### src/rtl/pab_pkg.sv
// Shared widths, codes, reset values and divider handshake types of the bump allocator.
`default_nettype none
package pab_pkg;

  // Field and register widths
  localparam int PSZ_W      = 17;
  localparam int PAGES_W    = 13;
  localparam int ALIGN_W    = 13;
  localparam int SIZE_W     = 17;
  localparam int ADDR_W     = 29;
  localparam int IDX_W      = 12;
  localparam int OVF_W      = 32;
  localparam int CFG_IDX_W  = 2;
  localparam int CFG_DATA_W = 17;

  // Internal widths: effective page size, aligned offset, page index and capacity
  localparam int DSR_W = 18;
  localparam int DVD_W = 30;
  localparam int PIX_W = 31;
  localparam int CAP_W = 31;

  // Radix-4 divider: two quotient bits per cycle
  localparam int DIV_STEPS = DVD_W / 2;
  localparam int CNT_W     = $clog2(DIV_STEPS + 1);

  localparam logic [CAP_W-1:0] CAP_MAX = CAP_W'(32'h1FFF_FFFF);

  localparam logic [PSZ_W-1:0]   PAGE_SIZE_RST = PSZ_W'(65536);
  localparam logic [PAGES_W-1:0] MAX_PAGES_RST = PAGES_W'(16);
  localparam logic [ALIGN_W-1:0] ALIGN_RST     = ALIGN_W'(256);

  localparam logic [OVF_W-1:0] OVF_SAT = '1;

  localparam logic ACT_ALLOC = 1'b0;
  localparam logic ACT_CLEAR = 1'b1;

  typedef enum logic [CFG_IDX_W-1:0] {
    REG_PAGE_SIZE = 2'd0,
    REG_MAX_PAGES = 2'd1,
    REG_ALIGN     = 2'd2
  } cfg_reg_t;

  typedef struct packed {
    logic             start;
    logic [DVD_W-1:0] dividend;
    logic [DSR_W-1:0] divisor;
  } div_req_t;

  typedef struct packed {
    logic             busy;
    logic             done;
    logic [DVD_W-1:0] quotient;
    logic [DSR_W-1:0] remainder;
  } div_rsp_t;

endpackage
`default_nettype wire

### src/rtl/pab_divider.sv
// Radix-4 restoring divider shared by the page-size, alignment and page-index steps.
`default_nettype none
module pab_divider (
  input  wire logic              clk,
  input  wire logic              rst,
  input  wire pab_pkg::div_req_t req,
  output pab_pkg::div_rsp_t      rsp
);

  logic [pab_pkg::DSR_W-1:0] rem;
  logic [pab_pkg::DSR_W-1:0] dsr;
  logic [pab_pkg::DVD_W-1:0] quo;
  logic [pab_pkg::CNT_W-1:0] cnt;
  logic                      busy;
  logic                      done;

  logic [pab_pkg::DSR_W:0]   t1, t2, d1, d2, dsr_x;
  logic                      ge1, ge2;
  logic [pab_pkg::DSR_W-1:0] r1, r2;

  // Two dependent restoring steps per cycle
  always_comb begin
    dsr_x = {1'b0, dsr};
    t1    = {rem, quo[pab_pkg::DVD_W-1]};
    d1    = t1 - dsr_x;
    ge1   = (t1 >= dsr_x);
    r1    = ge1 ? d1[pab_pkg::DSR_W-1:0] : t1[pab_pkg::DSR_W-1:0];
    t2    = {r1, quo[pab_pkg::DVD_W-2]};
    d2    = t2 - dsr_x;
    ge2   = (t2 >= dsr_x);
    r2    = ge2 ? d2[pab_pkg::DSR_W-1:0] : t2[pab_pkg::DSR_W-1:0];
  end

  always_ff @(posedge clk) begin
    if (rst) begin
      busy <= 1'b0;
      done <= 1'b0;
      cnt  <= '0;
    end else begin
      done <= 1'b0;
      if (req.start) begin
        busy <= 1'b1;
        cnt  <= pab_pkg::CNT_W'(pab_pkg::DIV_STEPS);
        rem  <= '0;
        quo  <= req.dividend;
        dsr  <= req.divisor;
      end else if (busy) begin
        rem <= r2;
        quo <= {quo[pab_pkg::DVD_W-3:0], ge1, ge2};
        cnt <= cnt - pab_pkg::CNT_W'(1);
        if (cnt == pab_pkg::CNT_W'(1)) begin
          busy <= 1'b0;
          done <= 1'b1;
        end
      end
    end
  end

  always_comb begin
    rsp.busy      = busy;
    rsp.done      = done;
    rsp.quotient  = quo;
    rsp.remainder = rem;
  end

endmodule
`default_nettype wire

### src/rtl/paged_aligned_bump_allocator.sv
// Top level of the paged bump allocator: configuration, sequencer and result register.
// Sequence: a clear word goes straight to the commit state. An allocate word takes two passes
//   of the shared radix-4 divider plus a commit state; after a configuration write, one more
//   pass and a capacity state first work out the effective page size and capacity again.
// Throughput: one word at a time; in_ready is high only while the sequencer waits, so
//   a new word is taken only after the last result has gone into the result register.
// Reset (rst, synchronous): registers to 65536 / 16 / 256, arena state and out_valid clear.
`default_nettype none
module paged_aligned_bump_allocator (
  input  wire logic                          clk,
  input  wire logic                          rst,
  // configuration write port
  input  wire logic                          cfg_we,
  input  wire logic [pab_pkg::CFG_IDX_W-1:0]  cfg_index,
  input  wire logic [pab_pkg::CFG_DATA_W-1:0] cfg_data,
  // request channel
  input  wire logic                          in_valid,
  output logic                               in_ready,
  input  wire logic                          action,
  input  wire logic [pab_pkg::SIZE_W-1:0]     request_size,
  // result channel
  output logic                               out_valid,
  input  wire logic                          out_ready,
  output logic                               ok,
  output logic [pab_pkg::ADDR_W-1:0]         offset,
  output logic [pab_pkg::IDX_W-1:0]          page_index,
  output logic [pab_pkg::ADDR_W-1:0]         bytes_used,
  output logic [pab_pkg::PAGES_W-1:0]        pages_used,
  output logic [pab_pkg::ADDR_W-1:0]         high_water,
  output logic [pab_pkg::OVF_W-1:0]          overflow_count
);

  typedef enum logic [2:0] {
    S_IDLE,
    S_GEO_DIV,
    S_GEO_CAP,
    S_ALIGN_DIV,
    S_PAGE_DIV,
    S_COMMIT
  } state_t;

  state_t state;

  // Configuration registers
  logic [pab_pkg::PSZ_W-1:0]   page_size_r;
  logic [pab_pkg::PAGES_W-1:0] max_pages_r;
  logic [pab_pkg::ALIGN_W-1:0] align_r;

  // Arena state
  logic [pab_pkg::ADDR_W-1:0]  cursor;
  logic [pab_pkg::PAGES_W-1:0] page_count;
  logic [pab_pkg::ADDR_W-1:0]  high_water_mark;
  logic [pab_pkg::OVF_W-1:0]   overflow_total;

  // Word in flight and derived geometry
  logic                        act;
  logic [pab_pkg::SIZE_W-1:0]  size;
  logic                        geo_dirty;
  logic [pab_pkg::DSR_W-1:0]   page_eff;
  logic [pab_pkg::CAP_W-1:0]   cap_prod;
  logic [pab_pkg::DVD_W-1:0]   off;
  logic [pab_pkg::PIX_W-1:0]   idx;

  // Divider handshake
  logic                        div_start;
  logic [pab_pkg::DVD_W-1:0]   div_dividend;
  logic [pab_pkg::DSR_W-1:0]   div_divisor;
  pab_pkg::div_req_t           div_req;
  pab_pkg::div_rsp_t           div_rsp;

  always_comb begin
    div_req.start    = div_start;
    div_req.dividend = div_dividend;
    div_req.divisor  = div_divisor;
  end

  pab_divider u_div (
    .clk (clk),
    .rst (rst),
    .req (div_req),
    .rsp (div_rsp)
  );

  // Zero-valued registers act as one
  logic [pab_pkg::PSZ_W-1:0]   p_eff;
  logic [pab_pkg::ALIGN_W-1:0] a_eff;
  logic [pab_pkg::PAGES_W-1:0] pages_eff;
  logic [pab_pkg::DSR_W-1:0]   a_ext;
  logic [pab_pkg::DSR_W-1:0]   pad;
  logic [pab_pkg::DSR_W-1:0]   page_calc;
  logic [pab_pkg::DVD_W-1:0]   aligned;
  logic                        spill;
  logic [pab_pkg::DVD_W-1:0]   off_spill;
  logic [pab_pkg::CAP_W-1:0]   blk_end;
  logic                        fail;
  logic                        slot_free;
  logic [pab_pkg::ADDR_W-1:0]  cursor_new;

  always_comb begin
    p_eff     = (page_size_r == '0) ? pab_pkg::PSZ_W'(1)   : page_size_r;
    a_eff     = (align_r == '0)     ? pab_pkg::ALIGN_W'(1) : align_r;
    pages_eff = (max_pages_r == '0) ? pab_pkg::PAGES_W'(1) : max_pages_r;
    a_ext     = pab_pkg::DSR_W'(a_eff);

    // Distance up to the next multiple of the alignment, from the divider remainder
    pad       = (div_rsp.remainder == '0) ? '0 : (a_ext - div_rsp.remainder);
    page_calc = pab_pkg::DSR_W'(p_eff) + pad;
    aligned   = pab_pkg::DVD_W'(cursor) + pab_pkg::DVD_W'(pad);

    // Block would run past the end of its page: move to the next page start
    spill     = ({1'b0, div_rsp.remainder} + (pab_pkg::DSR_W + 1)'(size))
                > {1'b0, page_eff};
    off_spill = off - pab_pkg::DVD_W'(div_rsp.remainder) + pab_pkg::DVD_W'(page_eff);

    blk_end   = pab_pkg::CAP_W'(off) + pab_pkg::CAP_W'(size);
    fail      = (size == '0)
             || (pab_pkg::DSR_W'(size) > page_eff)
             || (cap_prod > pab_pkg::CAP_MAX)
             || (idx >= pab_pkg::PIX_W'(pages_eff))
             || (blk_end > cap_prod);
    cursor_new = blk_end[pab_pkg::ADDR_W-1:0];
    slot_free  = !out_valid || out_ready;
    in_ready   = (state == S_IDLE);
  end

  // Configuration writes; the state is kept
  always_ff @(posedge clk) begin
    if (rst) begin
      page_size_r <= pab_pkg::PAGE_SIZE_RST;
      max_pages_r <= pab_pkg::MAX_PAGES_RST;
      align_r     <= pab_pkg::ALIGN_RST;
    end else if (cfg_we) begin
      case (cfg_index)
        pab_pkg::REG_PAGE_SIZE: page_size_r <= cfg_data;
        pab_pkg::REG_MAX_PAGES: max_pages_r <= cfg_data[pab_pkg::PAGES_W-1:0];
        pab_pkg::REG_ALIGN:     align_r     <= cfg_data[pab_pkg::ALIGN_W-1:0];
        default: ;
      endcase
    end
  end

  // Sequencer, arena state and result register
  always_ff @(posedge clk) begin
    if (rst) begin
      state           <= S_IDLE;
      geo_dirty       <= 1'b1;
      div_start       <= 1'b0;
      out_valid       <= 1'b0;
      cursor          <= '0;
      page_count      <= '0;
      high_water_mark <= '0;
      overflow_total  <= '0;
    end else begin
      div_start <= 1'b0;
      if (out_valid && out_ready) begin
        out_valid <= 1'b0;
      end
      // Geometry follows the registers: work it out again before the next allocation
      if (cfg_we) begin
        geo_dirty <= 1'b1;
      end

      case (state)
        S_IDLE: begin
          if (in_valid) begin
            act  <= action;
            size <= request_size;
            if (action == pab_pkg::ACT_CLEAR) begin
              state <= S_COMMIT;
            end else if (geo_dirty) begin
              div_start    <= 1'b1;
              div_dividend <= pab_pkg::DVD_W'(p_eff);
              div_divisor  <= a_ext;
              state        <= S_GEO_DIV;
            end else begin
              div_start    <= 1'b1;
              div_dividend <= pab_pkg::DVD_W'(cursor);
              div_divisor  <= a_ext;
              state        <= S_ALIGN_DIV;
            end
          end
        end

        S_GEO_DIV: begin
          if (div_rsp.done) begin
            page_eff <= page_calc;
            state    <= S_GEO_CAP;
          end
        end

        S_GEO_CAP: begin
          cap_prod     <= pab_pkg::CAP_W'(page_eff) * pab_pkg::CAP_W'(pages_eff);
          geo_dirty    <= 1'b0;
          div_start    <= 1'b1;
          div_dividend <= pab_pkg::DVD_W'(cursor);
          div_divisor  <= a_ext;
          state        <= S_ALIGN_DIV;
        end

        S_ALIGN_DIV: begin
          // Round the cursor up, then find its page
          if (div_rsp.done) begin
            off          <= aligned;
            div_start    <= 1'b1;
            div_dividend <= aligned;
            div_divisor  <= page_eff;
            state        <= S_PAGE_DIV;
          end
        end

        S_PAGE_DIV: begin
          if (div_rsp.done) begin
            if (spill) begin
              idx <= pab_pkg::PIX_W'(div_rsp.quotient) + pab_pkg::PIX_W'(1);
              off <= off_spill;
            end else begin
              idx <= pab_pkg::PIX_W'(div_rsp.quotient);
            end
            state <= S_COMMIT;
          end
        end

        S_COMMIT: begin
          // Hold until the result register is free
          if (slot_free) begin
            out_valid <= 1'b1;
            state     <= S_IDLE;
            if (act == pab_pkg::ACT_CLEAR) begin
              cursor         <= '0;
              page_count     <= '0;
              ok             <= 1'b1;
              offset         <= '0;
              page_index     <= '0;
              bytes_used     <= '0;
              pages_used     <= '0;
              high_water     <= high_water_mark;
              overflow_count <= overflow_total;
            end else if (fail) begin
              ok             <= 1'b0;
              offset         <= '0;
              page_index     <= '0;
              bytes_used     <= cursor;
              pages_used     <= page_count;
              high_water     <= high_water_mark;
              if (overflow_total != pab_pkg::OVF_SAT) begin
                overflow_total <= overflow_total + pab_pkg::OVF_W'(1);
                overflow_count <= overflow_total + pab_pkg::OVF_W'(1);
              end else begin
                overflow_count <= overflow_total;
              end
            end else begin
              cursor         <= cursor_new;
              page_count     <= pab_pkg::PAGES_W'(idx + pab_pkg::PIX_W'(1));
              ok             <= 1'b1;
              offset         <= off[pab_pkg::ADDR_W-1:0];
              page_index     <= idx[pab_pkg::IDX_W-1:0];
              bytes_used     <= cursor_new;
              pages_used     <= pab_pkg::PAGES_W'(idx + pab_pkg::PIX_W'(1));
              overflow_count <= overflow_total;
              if (cursor_new > high_water_mark) begin
                high_water_mark <= cursor_new;
                high_water      <= cursor_new;
              end else begin
                high_water      <= high_water_mark;
              end
            end
          end
        end

        default: state <= S_IDLE;
      endcase
    end
  end

  // The cursor never passes the high-water mark
  a_cursor_hw: assert property (@(posedge clk) disable iff (rst)
    cursor <= high_water_mark)
    else $error("cursor above high-water mark");

  // A refused allocation reports no block
  a_fail_zero: assert property (@(posedge clk) disable iff (rst)
    (out_valid && !ok) |-> (offset == '0 && page_index == '0))
    else $error("failed word carries a block");

  // The overflow count only grows
  a_ovf_mono: assert property (@(posedge clk) disable iff (rst)
    !$past(rst) |-> overflow_total >= $past(overflow_total))
    else $error("overflow count went down");

  // The divider is started only while idle
  a_div_free: assert property (@(posedge clk) disable iff (rst)
    div_start |-> !div_rsp.busy)
    else $error("divider started while busy");

endmodule
`default_nettype wire

### config.mk
export PLATFORM = sky130hd
export DESIGN_NAME = paged_aligned_bump_allocator
export DESIGN_NICKNAME = d
export VERILOG_FILES = /design/src/rtl/pab_pkg.sv /design/src/rtl/pab_divider.sv /design/src/rtl/paged_aligned_bump_allocator.sv
export SDC_FILE = /design/constraint.sdc
export NUM_CORES = 2
export LEC_CHECK = 0
export BUFFER_PORTS_ARGS = -buffer_cell sky130_fd_sc_hd__buf_2
export CAP_MARGIN = 10
export CORE_MARGIN = 2
export CORE_UTILIZATION = 45
export DETAILED_ROUTE_END_ITERATION = 6
export GPL_TIMING_DRIVEN = 1
export PLACE_DENSITY = 0.68
export SLEW_MARGIN = 30
export SYNTH_ARGS = -nofsm -noshare
export SYNTH_HDL_FRONTEND = slang
export SYNTH_SLANG_ARGS = --single-unit
### constraint.sdc
create_clock -name clk -period 27.3 [get_ports clk]
set_input_delay 5.46 -clock clk [delete_from_list [all_inputs] [get_ports clk]]
set_output_delay 5.46 -clock clk [all_outputs]
set_load 0.05 [all_outputs]
==> results.tsv <==
metric	value	unit
outcome	finished clean	
synth_edf_count	387	
start_kind	flop	
ant_nets	0	
switching_power	1.14	mW
powerDensity	69.2	nW/um2
die_w	302	um
routed_via_density	5.71	
cts_root_buffer	clkbuf_16	
drt-total-wl	123000	um
fin_crit_sh	29.4	%
cts_max_level	2	
setup_ws	19.27	ns
chipHeight	302	um
postCtsSetupBuffers	0	
fin_util	50.2	%
hold_depth	0	
tightest_slew	1.04	ns
grt.total_usage	26.7	%
setup_tns	0	ns
path_cells	ha_1, a21o_1, a21oi_1, o21a_1, o31ai_1, a21oi_1, o21bai_1, nand4_1, xnor2_1, ha_1, nand4_1, nor2_1, nand3b_1, a211oi_1, nand4_1, nor2_1, and3_1, buf_4, mux2_2	
finClkSkew	0.0913	ns
power_frac_comb	38.5	%
final_nets	4905	
dp_hpwl	95300	um
vias	31600	
grt_pass1_vias	30300	
cts_hold_buf	0	
antenna_found_initial	6	
worstRegToRegCells	19	
core	88200	um2
drc	0	
layout-drive-gt1-share	10.6	%
ys_types	84	
areaGrowthSynthToFinish	10.7	%
async_flop_share	0	%
period_needed	8.03	ns
ys_seq_area_share	36.9	%
reg2reg_to	high_water[27]	
io_pins	189	
path_max_fanout	20	
cp.arrival	8.47	ns
grt_overflow	0	
hold_viol	0	
drv_slew	0	
syn_avg_cell_area	9.57	um2
drv_cap	0	
p_seq_share	34.2	%
gp_congestion	0.989	
synth_flop_cell	edfxtp_1	
syn_area	40000	um2
pre_cts_ws	19.32	ns
nFillCells	8065	
cts_buffers	57	
cp_num_buf_inv	1	
finalSetupViolCount	0	
cts_tree	done	
clock_latency	0.70	ns
required	27.74	ns
syn-num-nets	4770	
drt_pass1_iterations	6	
worstSetupPathType	reg -> reg	
hold_end	u_div.dsr[4]	
relSlewSlack	30.7	%
fp.dieArea	91300	um2
grt_first_pass_wirelength	184000	um
cp_top_family	simple AND/OR/NAND/NOR gates	
post_cts_resized	0	
wl_per_cell	22.3	um
portBuffers	188	
r2r_slack	19.27	ns
cp_common_cell	nand4_1	
syn_inst	4179	
min_path_type	reg -> reg	
cp_slowest_cell	nor2_1	
min-delay-start	div_divisor[4]	
cpPeakStageDelay	1.04	ns
path_depth	19	
cts.sinks	545	
rsz0062_at_grt	no	
cp-end-kind	flop	
start_util	45.3	%
fmax	125	MHz
swShare	37.3	%
reg2reg_from	size[2]	
clockBufferDepth	3	
leakagePower	19.0	nW
grt_max_degree	77	
ys_ff_latch	545	
drt_iter0_drc	2962	
ir_drop	0.0000529	V
p_int	1.92	mW
rows	109	
clk_pin_slew	0.06	ns
ys_warn_count	0	
clock_power_share	27.4	%
## cell usage in the layout, fill, tap and decap left out, types with 38 or more instances in the layout
cell type and instances:
mux2_2 62, a21o_1 82, mux2i_1 50, edfxtp_1 387
dfxtp_1 157, nor2b_1 38, inv_1 473, buf_2 187
nor3_1 91, fa_1 201, nor2_1 425, buf_4 65
a21oi_1 245, and3_1 48, o21ai_0 148, xor2_1 95
nand3_1 51, nand4_1 49, clkbuf_16 63, xnor2_1 172
nand2b_1 41, ha_1 348, nand2_1 404
## how the worst max path moves through the flow
stage | from | endpoint | slack (ns)
floorplan | rst | bytes_used[0] | 14.55
global placement | out_ready | overflow_total[23] | 19.43
detailed placement | out_ready | overflow_total[23] | 19.32
CTS | size[1] | high_water[27] | 19.51
global route | size[1] | high_water[10] | 18.96
finish | size[2] | high_water[27] | 19.27
## routing by layer
metal,track usage (%),vias up,share of wire (%)
met5,0,-,0.011
met4,10.4,2,4.5
met2,42.3,1444,45
met1,36.6,15200,42
li1,-,14600,-
met3,4.56,268,9.1
## state kept, by name, summed over array words and instances (netlist names), 29 cells and up
name and flops:
overflow_total 32, cursor 29, idx 31, off 30
bytes_used 29, u_div.quo 30, offset 29, high_water_mark 29
high_water 29, overflow_count 32, cap_prod 31, div_dividend 30
## synthesized netlist by cell type (62+ instances only)
| master | count | area, um2 |
|---|---|---|
| a21o_1 | 82 | 616 |
| xor2_1 | 95 | 832 |
| ha_1 | 348 | 4350 |
| a21oi_1 | 246 | 1230 |
| edfxtp_1 | 387 | 11600 |
| clkbuf_1 | 146 | 548 |
| nand2_1 | 404 | 1520 |
| dfxtp_1 | 158 | 3160 |
| nor2_1 | 431 | 1620 |
| nor3_1 | 94 | 470 |
| xnor2_1 | 173 | 1520 |
| fa_1 | 201 | 4020 |
| inv_1 | 473 | 1780 |
| mux2_2 | 62 | 698 |
| o21ai_0 | 148 | 741 |
## cells by family after synthesis
logic type	Yosys count	synth area share [%]
and+or+nand+nor	1290	14.8
AOI/OAI and AO/OA	753	12.0
buffers and inverters	662	6.39
adders and majority gates	549	20.9
DFF	545	36.9
xor gates and xnor gates	268	5.87
muxes	112	3.00
## metrics by stage
step | total power, mW | instances | hold WS [ns] | area, um2
2_1_floorplan | 1.89 | 4179 | 0.400 | 40000
3_3_place_gp | 2.20 | 5419 | 0.401 | 42200
3_5_place_dp | 2.22 | 5420 | 0.405 | 42200
4_1_cts | 3.06 | 5528 | 0.419 | 44300
5_1_grt | 3.23 | 5528 | 0.424 | 44300
6_report | 3.07 | 5530 | 0.417 | 44300
## power by group through the flow
stage	combinational [mW]	sequential (mW)	clock, mW
global route	1.30	1.05	0.879
floorplan	0.828	1.07	0
detailed placement	1.15	1.06	0
finish	1.18	1.05	0.839
CTS	1.16	1.05	0.847
global placement	1.14	1.06	0
## final cells by class
| type | count | area [um2] | area share, % |
|---|---|---|---|
| Antenna cell | 2 | 5.00 | 0.0113 |
| Clock buffer | 86 | 1750 | 3.96 |
| Clock inverter | 22 | 298 | 0.672 |
| Inverter | 485 | 1820 | 4.11 |
| Multi-Input combinational cell | 2972 | 22800 | 51.4 |
| Sequential cell | 545 | 14800 | 33.4 |
| Tap cell | 1165 | 1460 | 3.29 |
| Timing Repair Buffer | 253 | 1440 | 3.24 |
Power figures use the tool's default switching activity.
